`src/rtl/pss_pkg.sv`:
```
// pose settle sample sequencer: shared types, constants and the pose table
// no dependencies
`timescale 1ns / 1ps
`default_nettype none

package pss_pkg;

	localparam int NUM_POSES_DEF  = 39;
	localparam int ANGLE_BITS_DEF = 16;
	localparam int PIDX_W         = 6;
	localparam int LABEL_W        = 7;
	localparam int TIMER_W        = 16;
	localparam int TOL_W          = 15;
	localparam int CFG_ADDR_W     = 5;
	localparam int CFG_DATA_W     = 32;

	// register indexes
	localparam logic [2:0] REG_STARTUP_MODE     = 3'd0;
	localparam logic [2:0] REG_SETTLE_TICKS     = 3'd1;
	localparam logic [2:0] REG_HOLD_TICKS       = 3'd2;
	localparam logic [2:0] REG_MOVE_TIMEOUT     = 3'd3;
	localparam logic [2:0] REG_TOLERANCE        = 3'd4;
	localparam logic [2:0] REG_STARTUP_TIMEOUT  = 3'd5;
	localparam logic [2:0] REG_STARTUP_HOLD     = 3'd6;
	localparam logic [2:0] REG_STARTUP_TOL      = 3'd7;

	// sequencer modes
	localparam logic [2:0] MODE_CHECK = 3'd0;
	localparam logic [2:0] MODE_ZERO  = 3'd1;
	localparam logic [2:0] MODE_POSES = 3'd2;
	localparam logic [2:0] MODE_DONE  = 3'd3;
	localparam logic [2:0] MODE_FAIL  = 3'd4;

	// startup selections
	localparam logic [1:0] START_NONE = 2'd0;
	localparam logic [1:0] START_ZERO = 2'd1;

	localparam logic [1:0] STATUS_RUN  = 2'd0;
	localparam logic [1:0] STATUS_DONE = 2'd1;
	localparam logic [1:0] STATUS_FAIL = 2'd2;

	localparam logic [LABEL_W-1:0] LABEL_NONE = '1;

	localparam logic signed [15:0] CHECK_ARM1 = -16'sd500;

	// register reset values
	localparam logic [1:0]         RST_STARTUP_MODE    = 2'd2;
	localparam logic [TIMER_W-1:0] RST_SETTLE_TICKS    = 16'd15;
	localparam logic [TIMER_W-1:0] RST_HOLD_TICKS      = 16'd75;
	localparam logic [TIMER_W-1:0] RST_MOVE_TIMEOUT    = 16'd450;
	localparam logic [TOL_W-1:0]   RST_TOLERANCE       = 15'd100;
	localparam logic [TIMER_W-1:0] RST_STARTUP_TIMEOUT = 16'd600;
	localparam logic [TIMER_W-1:0] RST_STARTUP_HOLD    = 16'd15;
	localparam logic [TOL_W-1:0]   RST_STARTUP_TOL     = 15'd100;

	typedef struct packed {
		logic [1:0]         startup_mode;
		logic [TIMER_W-1:0] settle_ticks;
		logic [TIMER_W-1:0] hold_ticks;
		logic [TIMER_W-1:0] move_timeout_ticks;
		logic [TOL_W-1:0]   tolerance_cdeg;
		logic [TIMER_W-1:0] startup_timeout_ticks;
		logic [TIMER_W-1:0] startup_hold_ticks;
		logic [TOL_W-1:0]   startup_tolerance_cdeg;
	} cfg_t;

	typedef struct packed {
		logic       restart;
		logic [1:0] startup_mode;
	} cfg_ctl_t;

	typedef struct packed {
		logic signed [15:0] arm2;
		logic signed [15:0] arm1;
	} pose_t;

	function automatic pose_t pp(input int a1, input int a2);
		pose_t p;
		p.arm1 = 16'(a1);
		p.arm2 = 16'(a2);
		return p;
	endfunction

	function automatic logic [TIMER_W-1:0] sat_inc(input logic [TIMER_W-1:0] v);
		return (v == '1) ? v : v + TIMER_W'(1);
	endfunction

	function automatic logic [2:0] start_mode(input logic [1:0] sel);
		logic [2:0] m;
		case (sel)
			START_ZERO: m = MODE_ZERO;
			START_NONE: m = MODE_POSES;
			default:    m = MODE_CHECK;
		endcase
		return m;
	endfunction

	function automatic pose_t pose_entry(input logic [PIDX_W-1:0] idx);
		pose_t p;
		case (idx)
			6'd0:  p = pp(-6000, 0);
			6'd1:  p = pp(-4500, 0);
			6'd2:  p = pp(-3000, 0);
			6'd3:  p = pp(-1500, 0);
			6'd4:  p = pp(0, 0);
			6'd5:  p = pp(1500, 0);
			6'd6:  p = pp(3000, 0);
			6'd7:  p = pp(4500, 0);
			6'd8:  p = pp(6000, 0);
			6'd9:  p = pp(6000, 500);
			6'd10: p = pp(4000, 500);
			6'd11: p = pp(2000, 500);
			6'd12: p = pp(0, 500);
			6'd13: p = pp(-2000, 500);
			6'd14: p = pp(-4000, 500);
			6'd15: p = pp(-6000, 500);
			6'd16: p = pp(-6000, 1000);
			6'd17: p = pp(-4000, 1000);
			6'd18: p = pp(-2000, 1000);
			6'd19: p = pp(0, 1000);
			6'd20: p = pp(2000, 1000);
			6'd21: p = pp(4000, 1000);
			6'd22: p = pp(6000, 1000);
			6'd23: p = pp(4500, 1500);
			6'd24: p = pp(2000, 1500);
			6'd25: p = pp(0, 1500);
			6'd26: p = pp(-2000, 1500);
			6'd27: p = pp(-4500, 1500);
			6'd28: p = pp(-4500, -1000);
			6'd29: p = pp(-2000, -1000);
			6'd30: p = pp(0, -1000);
			6'd31: p = pp(2000, -1000);
			6'd32: p = pp(4500, -1000);
			6'd33: p = pp(3000, -2000);
			6'd34: p = pp(0, -2000);
			6'd35: p = pp(-3000, -2000);
			6'd36: p = pp(2000, -3000);
			6'd37: p = pp(0, -3000);
			6'd38: p = pp(-2000, -3000);
			default: p = pp(0, 0);
		endcase
		return p;
	endfunction

endpackage

`default_nettype wire

```
`src/rtl/pss_if.sv`:
```
// pose settle sample sequencer: valid/ready channel interfaces
// depends on pss_pkg
`timescale 1ns / 1ps
`default_nettype none

interface pss_in_if import pss_pkg::*; #(
	parameter int ANGLE_BITS = ANGLE_BITS_DEF
);
	logic                         valid;
	logic                         ready;
	logic                         feedback_seen;
	logic signed [ANGLE_BITS-1:0] arm1_reading;
	logic signed [ANGLE_BITS-1:0] arm2_reading;
	logic signed [ANGLE_BITS-1:0] hand_reading;

	modport source (
		output valid, feedback_seen, arm1_reading, arm2_reading, hand_reading,
		input  ready
	);
	modport sink (
		input  valid, feedback_seen, arm1_reading, arm2_reading, hand_reading,
		output ready
	);
endinterface

interface pss_out_if import pss_pkg::*; #(
	parameter int ANGLE_BITS = ANGLE_BITS_DEF
);
	logic                         valid;
	logic                         ready;
	logic signed [ANGLE_BITS-1:0] arm1_target;
	logic signed [ANGLE_BITS-1:0] arm2_target;
	logic signed [ANGLE_BITS-1:0] hand_target;
	logic signed [LABEL_W-1:0]    sample_label;
	logic [1:0]                   run_status;

	modport source (
		output valid, arm1_target, arm2_target, hand_target, sample_label, run_status,
		input  ready
	);
	modport sink (
		input  valid, arm1_target, arm2_target, hand_target, sample_label, run_status,
		output ready
	);
endinterface

`default_nettype wire

```
`src/rtl/pss_cfg.sv`:
```
// pose settle sample sequencer: APB configuration registers
// depends on pss_pkg
`timescale 1ns / 1ps
`default_nettype none

module pss_cfg import pss_pkg::*; (
	input  wire logic                  clk,
	input  wire logic                  arst_n,
	input  wire logic                  psel,
	input  wire logic                  penable,
	input  wire logic                  pwrite,
	input  wire logic [CFG_ADDR_W-1:0] paddr,
	input  wire logic [CFG_DATA_W-1:0] pwdata,
	output logic      [CFG_DATA_W-1:0] prdata,
	output logic                       pready,
	output cfg_t                       cfg,
	output cfg_ctl_t                   ctl
);

	cfg_t       cfg_q;
	logic       wr_en;
	logic [2:0] idx;

	assign pready = 1'b1;
	assign wr_en  = psel && penable && pwrite;
	assign idx    = paddr[4:2];
	assign cfg    = cfg_q;

	assign ctl.restart      = wr_en && (idx == REG_STARTUP_MODE);
	assign ctl.startup_mode = pwdata[1:0];

	always_ff @(posedge clk or negedge arst_n) begin
		if (!arst_n) begin
			cfg_q.startup_mode           <= RST_STARTUP_MODE;
			cfg_q.settle_ticks           <= RST_SETTLE_TICKS;
			cfg_q.hold_ticks             <= RST_HOLD_TICKS;
			cfg_q.move_timeout_ticks     <= RST_MOVE_TIMEOUT;
			cfg_q.tolerance_cdeg         <= RST_TOLERANCE;
			cfg_q.startup_timeout_ticks  <= RST_STARTUP_TIMEOUT;
			cfg_q.startup_hold_ticks     <= RST_STARTUP_HOLD;
			cfg_q.startup_tolerance_cdeg <= RST_STARTUP_TOL;
		end else if (wr_en) begin
			case (idx)
				REG_STARTUP_MODE:    cfg_q.startup_mode           <= pwdata[1:0];
				REG_SETTLE_TICKS:    cfg_q.settle_ticks           <= pwdata[TIMER_W-1:0];
				REG_HOLD_TICKS:      cfg_q.hold_ticks             <= pwdata[TIMER_W-1:0];
				REG_MOVE_TIMEOUT:    cfg_q.move_timeout_ticks     <= pwdata[TIMER_W-1:0];
				REG_TOLERANCE:       cfg_q.tolerance_cdeg         <= pwdata[TOL_W-1:0];
				REG_STARTUP_TIMEOUT: cfg_q.startup_timeout_ticks  <= pwdata[TIMER_W-1:0];
				REG_STARTUP_HOLD:    cfg_q.startup_hold_ticks     <= pwdata[TIMER_W-1:0];
				REG_STARTUP_TOL:     cfg_q.startup_tolerance_cdeg <= pwdata[TOL_W-1:0];
				default: ;
			endcase
		end
	end

	always_comb begin
		case (idx)
			REG_STARTUP_MODE:    prdata = CFG_DATA_W'(cfg_q.startup_mode);
			REG_SETTLE_TICKS:    prdata = CFG_DATA_W'(cfg_q.settle_ticks);
			REG_HOLD_TICKS:      prdata = CFG_DATA_W'(cfg_q.hold_ticks);
			REG_MOVE_TIMEOUT:    prdata = CFG_DATA_W'(cfg_q.move_timeout_ticks);
			REG_TOLERANCE:       prdata = CFG_DATA_W'(cfg_q.tolerance_cdeg);
			REG_STARTUP_TIMEOUT: prdata = CFG_DATA_W'(cfg_q.startup_timeout_ticks);
			REG_STARTUP_HOLD:    prdata = CFG_DATA_W'(cfg_q.startup_hold_ticks);
			REG_STARTUP_TOL:     prdata = CFG_DATA_W'(cfg_q.startup_tolerance_cdeg);
			default:             prdata = '0;
		endcase
	end

endmodule

`default_nettype wire

```
`src/rtl/pss_step.sv`:
```
// pose settle sample sequencer: sequencer state and the per-tick update
// depends on pss_pkg
`timescale 1ns / 1ps
`default_nettype none

module pss_step import pss_pkg::*; #(
	parameter int NUM_POSES  = NUM_POSES_DEF,
	parameter int ANGLE_BITS = ANGLE_BITS_DEF
) (
	input  wire logic                         clk,
	input  wire logic                         arst_n,
	input  wire cfg_t                         cfg,
	input  wire cfg_ctl_t                     ctl,
	input  wire logic                         step,
	input  wire logic                         feedback_seen,
	input  wire logic signed [ANGLE_BITS-1:0] arm1_reading,
	input  wire logic signed [ANGLE_BITS-1:0] arm2_reading,
	input  wire logic signed [ANGLE_BITS-1:0] hand_reading,
	output logic signed      [ANGLE_BITS-1:0] arm1_target,
	output logic signed      [ANGLE_BITS-1:0] arm2_target,
	output logic signed      [ANGLE_BITS-1:0] hand_target,
	output logic signed      [LABEL_W-1:0]    sample_label,
	output logic             [1:0]            run_status
);

	localparam int DW = ((ANGLE_BITS > 16) ? ANGLE_BITS : 16) + 2;
	localparam logic [PIDX_W-1:0] LAST_POSE = PIDX_W'(NUM_POSES - 1);

	logic [2:0]                    mode_q, mode_n;
	logic [PIDX_W-1:0]             idx_q, idx_n;
	logic [TIMER_W-1:0]            ph_q, ph_n, st_q, st_n, wt_q, wt_n;
	logic                          sa_q, sa_n, win_q, win_n, latched_q, latched_n;
	logic signed [ANGLE_BITS-1:0]  hold_q, hold_n;

	pose_t                         pose;
	logic signed [15:0]            tg1, tg2;
	logic signed [DW-1:0]          t1x, t2x, d1, d2;
	logic [DW-1:0]                 e1, e2, worst;
	logic                          within_s, within_p, check_done, zero_done, term;

	always_comb begin
		mode_n    = mode_q;
		idx_n     = idx_q;
		ph_n      = ph_q;
		st_n      = st_q;
		wt_n      = wt_q;
		sa_n      = sa_q;
		win_n     = win_q;
		latched_n = latched_q;
		hold_n    = hold_q;

		// wrist latch on the first reading
		if (!latched_q && feedback_seen) begin
			hold_n    = hand_reading;
			latched_n = 1'b1;
		end

		pose = pose_entry(idx_q);
		term = (mode_q == MODE_DONE) || (mode_q == MODE_FAIL);
		sample_label = LABEL_NONE;
		run_status   = STATUS_RUN;

		case (mode_q)
			MODE_CHECK: begin
				tg1 = CHECK_ARM1;
				tg2 = '0;
			end
			MODE_POSES: begin
				tg1 = pose.arm1;
				tg2 = pose.arm2;
				if (win_q)
					sample_label = {1'b0, idx_q};
			end
			default: begin
				tg1 = '0;
				tg2 = '0;
			end
		endcase

		t1x   = {{(DW-16){tg1[15]}}, tg1};
		t2x   = {{(DW-16){tg2[15]}}, tg2};
		d1    = t1x - {{(DW-ANGLE_BITS){arm1_reading[ANGLE_BITS-1]}}, arm1_reading};
		d2    = t2x - {{(DW-ANGLE_BITS){arm2_reading[ANGLE_BITS-1]}}, arm2_reading};
		e1    = d1[DW-1] ? DW'(-d1) : DW'(d1);
		e2    = d2[DW-1] ? DW'(-d2) : DW'(d2);
		worst = (e1 > e2) ? e1 : e2;
		within_s = worst <= DW'(cfg.startup_tolerance_cdeg);
		within_p = worst <= DW'(cfg.tolerance_cdeg);

		check_done = 1'b0;
		zero_done  = 1'b0;

		if (term) begin
			tg1 = '0;
			tg2 = '0;
			t1x = '0;
			t2x = '0;
			sample_label = LABEL_NONE;
			run_status   = (mode_q == MODE_DONE) ? STATUS_DONE : STATUS_FAIL;
		end else if (feedback_seen) begin
			if (mode_q != MODE_POSES) begin
				if (within_s) begin
					if (!sa_n) begin
						sa_n = 1'b1;
						st_n = '0;
					end
					if (st_n >= cfg.startup_hold_ticks) begin
						if (mode_q == MODE_CHECK) begin
							mode_n     = MODE_ZERO;
							check_done = 1'b1;
						end else begin
							mode_n    = MODE_POSES;
							win_n     = 1'b0;
							wt_n      = '0;
							zero_done = 1'b1;
						end
						sa_n = 1'b0;
						st_n = '0;
					end
				end else begin
					sa_n = 1'b0;
				end
				if (check_done) begin
					ph_n = '0;
				end else if (ph_q > cfg.startup_timeout_ticks) begin
					mode_n     = MODE_FAIL;
					run_status = STATUS_FAIL;
				end else if (zero_done) begin
					ph_n = '0;
				end
			end else if (!win_q) begin
				if (within_p) begin
					if (!sa_n) begin
						sa_n = 1'b1;
						st_n = '0;
					end
					if (st_n >= cfg.settle_ticks) begin
						win_n = 1'b1;
						wt_n  = '0;
					end
				end else begin
					sa_n = 1'b0;
				end
				if (ph_q > cfg.move_timeout_ticks) begin
					mode_n     = MODE_FAIL;
					run_status = STATUS_FAIL;
				end
			end else if (wt_q >= cfg.hold_ticks) begin
				idx_n = idx_q + PIDX_W'(1);
				win_n = 1'b0;
				ph_n  = '0;
				sa_n  = 1'b0;
				st_n  = '0;
				if (idx_q == LAST_POSE)
					mode_n = MODE_DONE;
			end
		end

		if (!term) begin
			ph_n = sat_inc(ph_n);
			if (win_n)
				wt_n = sat_inc(wt_n);
			if (sa_n)
				st_n = sat_inc(st_n);
		end

		arm1_target = t1x[ANGLE_BITS-1:0];
		arm2_target = t2x[ANGLE_BITS-1:0];
		hand_target = hold_n;
	end

	always_ff @(posedge clk or negedge arst_n) begin
		if (!arst_n) begin
			mode_q    <= start_mode(RST_STARTUP_MODE);
			idx_q     <= '0;
			ph_q      <= '0;
			st_q      <= '0;
			wt_q      <= '0;
			sa_q      <= 1'b0;
			win_q     <= 1'b0;
			latched_q <= 1'b0;
			hold_q    <= '0;
		end else if (ctl.restart) begin
			mode_q    <= start_mode(ctl.startup_mode);
			idx_q     <= '0;
			ph_q      <= '0;
			st_q      <= '0;
			wt_q      <= '0;
			sa_q      <= 1'b0;
			win_q     <= 1'b0;
			latched_q <= 1'b0;
			hold_q    <= '0;
		end else if (step) begin
			mode_q    <= mode_n;
			idx_q     <= idx_n;
			ph_q      <= ph_n;
			st_q      <= st_n;
			wt_q      <= wt_n;
			sa_q      <= sa_n;
			win_q     <= win_n;
			latched_q <= latched_n;
			hold_q    <= hold_n;
		end
	end

endmodule

`default_nettype wire

```
`src/rtl/pose_settle_sample_sequencer.sv`:
```
// pose settle sample sequencer: top level with input stage and result register
// depends on pss_pkg, pss_if, pss_cfg, pss_step
//
// usage: one request on the sensor channel per control tick carries the feedback
// flag and the two joint and wrist readings; for each request exactly one result
// leaves on the command channel with the joint targets, the latched wrist target,
// the sample label (pose index while the hold window is open, else -1) and the
// run status. the request is caught in an input register and the tick update
// runs combinationally between that register and the result register; a new
// request is taken in every cycle while the receiver does not stall. when the
// receiver stalls the result register holds its item, the input register takes
// one more request and then ready drops until the result is taken. reset clears
// both stages and the sequence state and loads the register defaults; writing
// startup_mode over the APB port restarts the sequence. the user must write
// configuration only while no request is in flight; the block does not enforce it.
`timescale 1ns / 1ps
`default_nettype none

module pose_settle_sample_sequencer import pss_pkg::*; #(
	parameter int NUM_POSES  = NUM_POSES_DEF,
	parameter int ANGLE_BITS = ANGLE_BITS_DEF
) (
	input  wire logic                  clk,
	input  wire logic                  arst_n,
	pss_in_if.sink                     sensor,
	pss_out_if.source                  command,
	input  wire logic                  psel,
	input  wire logic                  penable,
	input  wire logic                  pwrite,
	input  wire logic [CFG_ADDR_W-1:0] paddr,
	input  wire logic [CFG_DATA_W-1:0] pwdata,
	output logic      [CFG_DATA_W-1:0] prdata,
	output logic                       pready
);

	cfg_t     cfg;
	cfg_ctl_t ctl;

	logic                         valid_s1, fb_s1;
	logic signed [ANGLE_BITS-1:0] r1_s1, r2_s1, rh_s1;
	logic                         adv;

	logic                         out_valid_q;
	logic signed [ANGLE_BITS-1:0] t1_q, t2_q, th_q;
	logic signed [LABEL_W-1:0]    label_q;
	logic [1:0]                   status_q;

	logic signed [ANGLE_BITS-1:0] t1, t2, th;
	logic signed [LABEL_W-1:0]    label;
	logic [1:0]                   status;

	pss_cfg u_cfg (
		.clk     (clk),
		.arst_n  (arst_n),
		.psel    (psel),
		.penable (penable),
		.pwrite  (pwrite),
		.paddr   (paddr),
		.pwdata  (pwdata),
		.prdata  (prdata),
		.pready  (pready),
		.cfg     (cfg),
		.ctl     (ctl)
	);

	pss_step #(
		.NUM_POSES  (NUM_POSES),
		.ANGLE_BITS (ANGLE_BITS)
	) u_step (
		.clk           (clk),
		.arst_n        (arst_n),
		.cfg           (cfg),
		.ctl           (ctl),
		.step          (adv),
		.feedback_seen (fb_s1),
		.arm1_reading  (r1_s1),
		.arm2_reading  (r2_s1),
		.hand_reading  (rh_s1),
		.arm1_target   (t1),
		.arm2_target   (t2),
		.hand_target   (th),
		.sample_label  (label),
		.run_status    (status)
	);

	assign adv          = valid_s1 && (!out_valid_q || command.ready);
	assign sensor.ready = !valid_s1 || adv;

	always_ff @(posedge clk or negedge arst_n) begin
		if (!arst_n)
			valid_s1 <= 1'b0;
		else if (sensor.ready)
			valid_s1 <= sensor.valid;
	end

	always_ff @(posedge clk) begin
		if (sensor.valid && sensor.ready) begin
			fb_s1 <= sensor.feedback_seen;
			r1_s1 <= sensor.arm1_reading;
			r2_s1 <= sensor.arm2_reading;
			rh_s1 <= sensor.hand_reading;
		end
	end

	always_ff @(posedge clk or negedge arst_n) begin
		if (!arst_n)
			out_valid_q <= 1'b0;
		else if (adv)
			out_valid_q <= 1'b1;
		else if (command.ready)
			out_valid_q <= 1'b0;
	end

	always_ff @(posedge clk) begin
		if (adv) begin
			t1_q     <= t1;
			t2_q     <= t2;
			th_q     <= th;
			label_q  <= label;
			status_q <= status;
		end
	end

	assign command.valid        = out_valid_q;
	assign command.arm1_target  = t1_q;
	assign command.arm2_target  = t2_q;
	assign command.hand_target  = th_q;
	assign command.sample_label = label_q;
	assign command.run_status   = status_q;

endmodule

`default_nettype wire
```
`src/flat_wrapper.sv`:
```
// flat-port wrapper written by rule: the top's interface ports become plain ports
module pose_settle_sample_sequencer_flat import pss_pkg::*;
#(
	parameter int NUM_POSES  = NUM_POSES_DEF,
	parameter int ANGLE_BITS = ANGLE_BITS_DEF
)
  (clk, arst_n, psel, penable, pwrite, paddr, pwdata, prdata, pready, sensor_valid, sensor_feedback_seen, sensor_arm1_reading, sensor_arm2_reading, sensor_hand_reading, sensor_ready, command_valid, command_arm1_target, command_arm2_target, command_hand_target, command_sample_label, command_run_status, command_ready);
  pss_in_if #(.ANGLE_BITS(ANGLE_BITS)) sensor_i ();
  pss_out_if #(.ANGLE_BITS(ANGLE_BITS)) command_i ();
  input  wire logic clk;
  input  wire logic arst_n;
  input  wire logic psel;
  input  wire logic penable;
  input  wire logic pwrite;
  input  wire logic [CFG_ADDR_W-1:0] paddr;
  input  wire logic [CFG_DATA_W-1:0] pwdata;
  output logic      [CFG_DATA_W-1:0] prdata;
  output logic pready;
  input wire logic [$bits(sensor_i.valid)-1:0] sensor_valid;
  input wire logic [$bits(sensor_i.feedback_seen)-1:0] sensor_feedback_seen;
  input wire logic [$bits(sensor_i.arm1_reading)-1:0] sensor_arm1_reading;
  input wire logic [$bits(sensor_i.arm2_reading)-1:0] sensor_arm2_reading;
  input wire logic [$bits(sensor_i.hand_reading)-1:0] sensor_hand_reading;
  output wire logic [$bits(sensor_i.ready)-1:0] sensor_ready;
  output wire logic [$bits(command_i.valid)-1:0] command_valid;
  output wire logic [$bits(command_i.arm1_target)-1:0] command_arm1_target;
  output wire logic [$bits(command_i.arm2_target)-1:0] command_arm2_target;
  output wire logic [$bits(command_i.hand_target)-1:0] command_hand_target;
  output wire logic [$bits(command_i.sample_label)-1:0] command_sample_label;
  output wire logic [$bits(command_i.run_status)-1:0] command_run_status;
  input wire logic [$bits(command_i.ready)-1:0] command_ready;
  assign sensor_i.valid = sensor_valid;
  assign sensor_i.feedback_seen = sensor_feedback_seen;
  assign sensor_i.arm1_reading = sensor_arm1_reading;
  assign sensor_i.arm2_reading = sensor_arm2_reading;
  assign sensor_i.hand_reading = sensor_hand_reading;
  assign sensor_ready = sensor_i.ready;
  assign command_valid = command_i.valid;
  assign command_arm1_target = command_i.arm1_target;
  assign command_arm2_target = command_i.arm2_target;
  assign command_hand_target = command_i.hand_target;
  assign command_sample_label = command_i.sample_label;
  assign command_run_status = command_i.run_status;
  assign command_i.ready = command_ready;
  pose_settle_sample_sequencer #(.NUM_POSES(NUM_POSES), .ANGLE_BITS(ANGLE_BITS)) u_core (.clk(clk), .arst_n(arst_n), .sensor(sensor_i), .command(command_i), .psel(psel), .penable(penable), .pwrite(pwrite), .paddr(paddr), .pwdata(pwdata), .prdata(prdata), .pready(pready));
endmodule
```
`config.mk`:
```
export PLATFORM = sky130hd
export DESIGN_NAME = pose_settle_sample_sequencer_flat
export DESIGN_NICKNAME = d
export VERILOG_FILES = /design/src/rtl/pss_pkg.sv /design/src/rtl/pss_if.sv /design/src/rtl/pss_cfg.sv /design/src/rtl/pss_step.sv /design/src/rtl/pose_settle_sample_sequencer.sv /design/src/flat_wrapper.sv
export SDC_FILE = /design/constraint.sdc
export NUM_CORES = 1
export LEC_CHECK = 0
export BUFFER_PORTS_ARGS = -buffer_cell sky130_fd_sc_hd__buf_2
export CAP_MARGIN = 20
export CELL_PAD_IN_SITES_DETAIL_PLACEMENT = 1
export CELL_PAD_IN_SITES_GLOBAL_PLACEMENT = 1
export CORE_MARGIN = 10
export CORE_UTILIZATION = 47
export DETAILED_ROUTE_END_ITERATION = 16
export PLACE_DENSITY = 0.88
export SKIP_LAST_GASP = 1
export SYNTH_ARGS = -nofsm -noshare
export SYNTH_HDL_FRONTEND = slang
export SYNTH_SLANG_ARGS = --single-unit
```
`constraint.sdc`:
```
create_clock -name clk -period 11.25 [get_ports clk]
set_input_delay 1.125 -clock clk [delete_from_list [all_inputs] [get_ports clk]]
set_output_delay 1.125 -clock clk [all_outputs]
set_load 0.02 [all_outputs]
```
* Word level (Yosys, flattened, before mapping)
Memories as Yosys holds them, arrays and structs flattened. Cells that the tools add are included.
Cells by class: $add $sub $neg 8, order comparisons 8, equal/unequal tests 20, multiplexer cells 128, bitwise operators 2, reduce and logical (&&, ||, !) cells 35
Operators with widths (number):
- 16-bit 2-to-1 mux | 53
- 32-bit case mux with 8 select lines | 1
- 18-bit 2-to-1 mux | 3
- 16-bit by 1-bit adder with 16-bit output, second input constant | 3
- 16-bit equality test, second input constant | 3
- 16-bit greater-or-equal comparator | 3
- 6-bit 2-to-1 mux | 7
- 1-bit 2-to-1 mux | 39
- 3-bit 2-to-1 mux | 13
- 18-bit by 15-bit <= comparator with 1-bit output | 2
- 17-bit negation with 18-bit output | 2
- 16-bit by 16-bit subtractor with 17-bit output | 2
- 16-bit greater-than comparator | 2
- 16-bit case mux with 2 select lines | 1
- 18-bit greater-than comparator | 1
- 2-bit 2-to-1 mux | 9
- 2-bit AND reduction | 9
- 3-bit equality test, second input constant | 5
- 3-bit by 2-bit equality test with 1-bit output, second input constant | 4
- 6-bit AND reduction | 2
- 2-bit nonzero test | 6
- 4-bit by 1-bit inequality test with 1-bit output, second input constant | 2
- 7-bit 2-to-1 mux | 1
- 6-bit by 1-bit adder with 6-bit output, second input constant | 1
- other kinds (15) | 27
Word-level totals: register bits 296, ROM bits 1792, input port bits 93, output and inout bits 92, word-level logic and storage cells 231, memories 1
Memories:
- (no name shown) | words 64, width 28, read ports 1, clocked after memory_dff 0, write ports 0, RTL line pss_pkg.sv:100 | case (idx)

* Logic depth before layout (Yosys ltp)
word-level depth 29, depth in mapped cells 57, mapped depth without buffers 53

* Hierarchy
From an unflattened synthesis, not the netlist that was laid out.
Unflattened totals: cell total of the unflattened synthesis 2137, area, all modules 20788.7 µm²
By module, submodules not included:
- pss_step | times used 1, cells an instance 1652, area an instance 12130.4 µm², sequential area each 1901.8 µm²
- pss_cfg | times used 1, cells an instance 371, area an instance 5371.4 µm², sequential area each 2836.5 µm²
- pose_settle_sample_sequencer | times used 1, cells an instance 114, area an instance 3286.9 µm², sequential area each 3233.1 µm²

* Least setup slack after synthesis
OpenSTA, ideal clock, no wires.
kind register -> register, start register u_core.u_step.idx_q[0], end register u_core.u_step.st_q[1], library setup time 122 ps, arrival time 9793 ps, data required time 11128 ps, setup slack 1335 ps, stages on the path, launching flop included 52, path buffers 4, period minus slack after synthesis 9915 ps, cell sequence dfrtp_1 inv_1 ha_1 clkbuf_1 nor2b_1 a211o_1 a311oi_1 a211oi_1 ha_1 nand4_1 a21oi_1 and3b_1 clkbuf_1 o31ai_1 nand4_1 a21oi_1 clkbuf_1 nand2b_1 [16 not listed] a221oi_1 a41o_1 nand2b_1 nand2b_1 o2bb2ai_1 o21ai_2 nand2_1 and2_1 ha_1 and3_1 and3_1 and3_1 nand3_1 nor3_1 and2_1 nor2_1 o21ai_0 a32o_1
On the way: word-level cells in the longest chain between the ends 19, elaborated cells between the ends (all ways) 32, classes of those cells 5 x add/sub; 3 x order compare; 1 x eq/ne; 22 x mux; 1 x memory
RTL lines:
- start: declaration | RTL line pss_step.sv:30 | logic [PIDX_W-1:0] idx_q, idx_n;
- start signal: assignment | RTL line pss_step.sv:195 | idx_q <= idx_n;
- memory 64 x 28 bit (*)
- 16-bit case mux with 2 select lines / 16-bit 2-to-1 mux (equally long branches) | RTL line pss_step.sv:63 | case (mode_q)
- 16-bit by 16-bit subtractor with 17-bit output, on equally long branches | RTL line pss_step.sv:82, pss_step.sv:83
- 17-bit negation with 18-bit output, on equally long branches | RTL line pss_step.sv:84, pss_step.sv:85
- 18-bit 2-to-1 mux, on equally long branches | RTL line pss_step.sv:84, pss_step.sv:85
- 18-bit greater-than comparator | RTL line pss_step.sv:86 | worst = (e1 > e2) ? e1 : e2;
- 18-bit 2-to-1 mux (*) | RTL line pss_step.sv:86
- 18-bit by 15-bit <= comparator with 1-bit output | RTL line pss_step.sv:88 | within_p = worst <= DW'(cfg.tolerance_cdeg);
- [3 not listed]
- 16-bit 2-to-1 mux | RTL line pss_step.sv:100 | end else if (feedback_seen) begin
- 16-bit 2-to-1 mux | RTL line pss_step.sv:93 | if (term) begin
- 16-bit by 1-bit adder with 16-bit output / 16-bit equality test (equally long branches) | RTL line pss_pkg.sv:85 | return (v == '1) ? v : v + TIMER_W'(1);
- 16-bit 2-to-1 mux | RTL line pss_pkg.sv:85
- 16-bit 2-to-1 mux | RTL line pss_step.sv:163 | if (sa_n)
- 16-bit 2-to-1 mux (*) | RTL line pss_step.sv:159 | if (!term) begin
- 16-bit 2-to-1 mux (*) | RTL line pss_step.sv:193 | end else if (step) begin
- 16-bit 2-to-1 mux (*) | RTL line pss_step.sv:183 | end else if (ctl.restart) begin
- end signal: assignment | RTL line pss_step.sv:197 | st_q <= st_n;
- end: declaration | RTL line pss_step.sv:31 | logic [TIMER_W-1:0] ph_q, ph_n, st_q, st_n, wt_q, wt_n;
Mark *: on every way between the ends. The rest lies on a longest branch, timed or not. The select of a mux whose other input is x is not followed. A chain may end at the register's enable or synchronous reset.

* Worst setup path after layout
start register u_core.u_step.idx_q[0], end register u_core.u_step.st_q[8]
Same word-level chain as after synthesis.

==> flow_metrics.py <==
metrics = {
    "outcome": {
        "run_status": "finished, final reports clean",
    },
    "worst_setup_path": {
        "reg2reg_to": "u_core.u_step.st_q[8]",
        "worstPathArrival_ps": 11190,
        "start_kind": "flop",
        "path_class": "reg2reg",
        "max_stage_delay_ps": 570,
        "crit_slowest_cell": "ha_1",
        "worst_path_most_repeated_cell": "ha_1",
        "crit_required_ps": 11680,
        "cp_max_fo": 9,
        "rr_worst_depth": 48,
        "reg2reg_from": "u_core.u_step.idx_q[0]",
        "worst_setup_path_end_kind": "flop",
        "crit_start": "u_core.u_step.idx_q[0]",
        "r2r_slack_ps": 490,
        "endpoint": "u_core.u_step.st_q[8]",
    },
    "clock_tree": {
        "cts_buffer_depth": 3,
        "path_clk_slew_ps": 70,
        "hold_buffers": 0,
        "cts_made_buffers": 35,
        "clock_latency_ps": 570,
        "clock-sinks": 286,
        "htree_levels": 2,
        "cts_tree": "built",
        "root_buffer": "clkbuf_16",
    },
    "final_layout": {
        "final_cell_mix": "nand2_1, o21ai_0, inv_1, ha_1, dfrtp_1",
        "fin_util": 0.544,
        "multi_input_area_sq_mm": 0.0110,
        "seqCellArea_sq_mm": 0.00767,
        "fin_cells": 2877,
        "insertedDiodeCount": 0,
        "n_fill_cell": 4792,
        "fin_nets": 2584,
        "areaGrowthSynthToFinish_pct": 13.6,
        "layout_commonest_cell": "nand2_1",
        "drive_above_1_share": 0.162,
        "fin_area_sq_mm": 0.0223,
    },
    "floorplan": {
        "die_w_um": 225,
        "die_area_sq_mm": 0.0505,
        "placementRows": 74,
        "start_util": 0.479,
        "io_pins": 185,
        "coreArea_sq_mm": 0.0411,
        "fp.dieH_um": 225,
    },
    "timing": {
        "finalCritPeriodShare": 0.956,
        "slew_headroom": 0.272,
        "final_max_slew_viol_count": 0,
        "setup_tns_ps": 0,
        "tightest_slew_ps": 1090,
        "hold_viol": 0,
        "hold_slack_ps": 476,
        "timing.fmax_mhz": 93.0,
        "fin_worst_skew_ps": 24.1,
        "finalSetupViolCount": 0,
        "period_needed_ps": 10760,
        "setup_slack_ps": 493,
    },
    "placement": {
        "gp_congestion": 0.965,
        "dp_cells": 2806,
        "dp_hpwl_um": 50900,
        "portBuffers": 145,
        "dpl-instance-area_sq_mm": 0.0209,
        "place_ws_ps": 7.46,
    },
    "global_route": {
        "grt_pass1_wl_um": 108000,
        "grt_start_max_net_pins": 115,
        "antenna_found_initial": 0,
        "overflow": 0,
        "grt_usage": 0.269,
        "grt_pass1_vias": 18984,
    },
    "synth": {
        "synth_edf_count": 96,
        "synth_area_per_cell_sq_um": 8.98,
        "synth_top_cell_area_share": 0.207,
        "async_flop_share": 0.664,
        "yosysSeqAreaShare": 0.390,
        "synth.largest_area_cell": "dfrtp_1",
        "synthCells": 2192,
        "ys_types": 95,
        "synth_seq_cells": 286,
        "yosys-top-cells-area": "dfrtp_1, edfxtp_1, ha_1",
        "yosysWarnings": 0,
        "synth_ff_type": "dfrtp_1",
        "syn_area_sq_mm": 0.0197,
    },
    "detailed_routing": {
        "first_iter_violations": 1439,
        "vias_per_cell": 6.28,
        "wirelength_um": 69500,
        "drc": 0,
        "dr.pass1.iters": 6,
        "ant_nets": 0,
        "wl_per_cell_um": 24.2,
        "vias": 18065,
    },
    "job": {
        "cap_violations": 0,
    },
    "pwr": {
        "peakVddDrop_v": 0.000139,
        "leakagePower_nw": 10.0,
        "total_power_mw": 5.40,
        "p_per_area_mw_per_mm2": 242,
    },
    "min_path": {
        "hold_class": "reg2reg",
    },
}
[registers in the layout, summed over array words and instances, names as in the netlist, 6 cells and up]
register and count:
u_core.u_cfg.cfg 112, u_core.command.hand_target 16, u_core.r1_s1 16, u_core.r2_s1 16, u_core.rh_s1 16, u_core.u_step.hold_q 16, u_core.u_step.ph_q 16, u_core.u_step.st_q 16
u_core.u_step.wt_q 16, u_core.command.arm1_target 12, u_core.command.arm2_target 10, u_core.command.sample_label 7, u_core.u_step.idx_q 6
[layer usage]
metal	routed length [um]	GRT usage
met2	33300	0.446
met5	0	0
met1	28900	0.336
met3	3780	0.0405
met4	3540	0.136
[synthesized netlist by cell type, types with 11 or more instances]
cell type	number
nand2b_1	26
a21o_1	52
mux2i_1	26
nor2_1	154
o21a_1	19
inv_1	180
nor3_1	45
a31oi_1	32
nand4_1	37
xor2_1	23
buf_4	28
mux4_2	11
xnor2_1	39
ha_1	172
and2_1	33
mux2_2	24
or3_1	11
dfrtp_1	163
a21oi_1	111
nor2b_1	26
nand3_1	60
buf_1	15
nand2_1	238
or4_1	11
edfxtp_1	96
nor4_1	13
o31ai_1	11
dfstp_2	27
a211oi_1	24
o211ai_1	15
clkbuf_1	81
o21ai_0	200
and3_1	26
a22oi_1	16
[layout make-up]
type                    instances  share of cell area
repair buffers                195              0.0501
flip-flops and latches        286               0.343
clock buffers                  50              0.0462
multi-input cells            1620               0.494
inverters                     181              0.0305
clock inverters                13             0.00610
well taps                     532              0.0298
[worst min path at each step]
stage / start / end / slack (ps) / depth (start not counted)
2_1_floorplan: u_core.u_cfg.cfg[111] / u_core.u_cfg.cfg[111] / 440 / 2
3_3_place_gp: u_core.u_cfg.cfg[111] / u_core.u_cfg.cfg[111] / 450 / 2
4_1_cts: u_core.u_cfg.cfg[111] / u_core.u_cfg.cfg[111] / 480 / 2
6_report: u_core.u_cfg.cfg[111] / u_core.u_cfg.cfg[111] / 480 / 2
3_5_place_dp: u_core.u_cfg.cfg[111] / u_core.u_cfg.cfg[111] / 470 / 2
5_1_grt: u_core.u_cfg.cfg[111] / u_core.u_cfg.cfg[111] / 490 / 2
[worst max-delay path, delay by kind of cell (launching register included)]
family | cells | cell delay, ps
xor gates and xnor gates | 2 | 670
AOI/OAI and AO/OA | 21 | 4270
muxes | 1 | 280
buffers and inverters | 3 | 390
and+or+nand+nor | 16 | 2830
adders and majority gates | 5 | 1790
DFF | 1 | 360
[timing repair]
item	4_1_cts	5_1_grt
gates cloned	0	1
endpoints found under the setup margin	8	39
gates resized for setup	2	41
buffers inserted	0	6
[cells by family (layout without fill, tap and decap cells)]
family / count (synthesis) / in the layout / share of synthesized area
adders and majority gates: 172 / 172 / 0.109
buffers and inverters: 308 / 439 / 0.0646
AOI/OAI and AO/OA: 581 / 582 / 0.190
other: 2 / 23 / 0.000382
and+or+nand+nor: 718 / 718 / 0.177
muxes: 61 / 61 / 0.0395
xor gates and xnor gates: 64 / 64 / 0.0292
DFF: 286 / 286 / 0.390
[where the power goes]
part           switching (mW)  leakage, nW  internal, mW
Clock                   0.486        0.576         0.672
Combinational            1.69         6.34          1.06
Sequential              0.182         3.11          1.31
(Power assumes the default switching activity.)
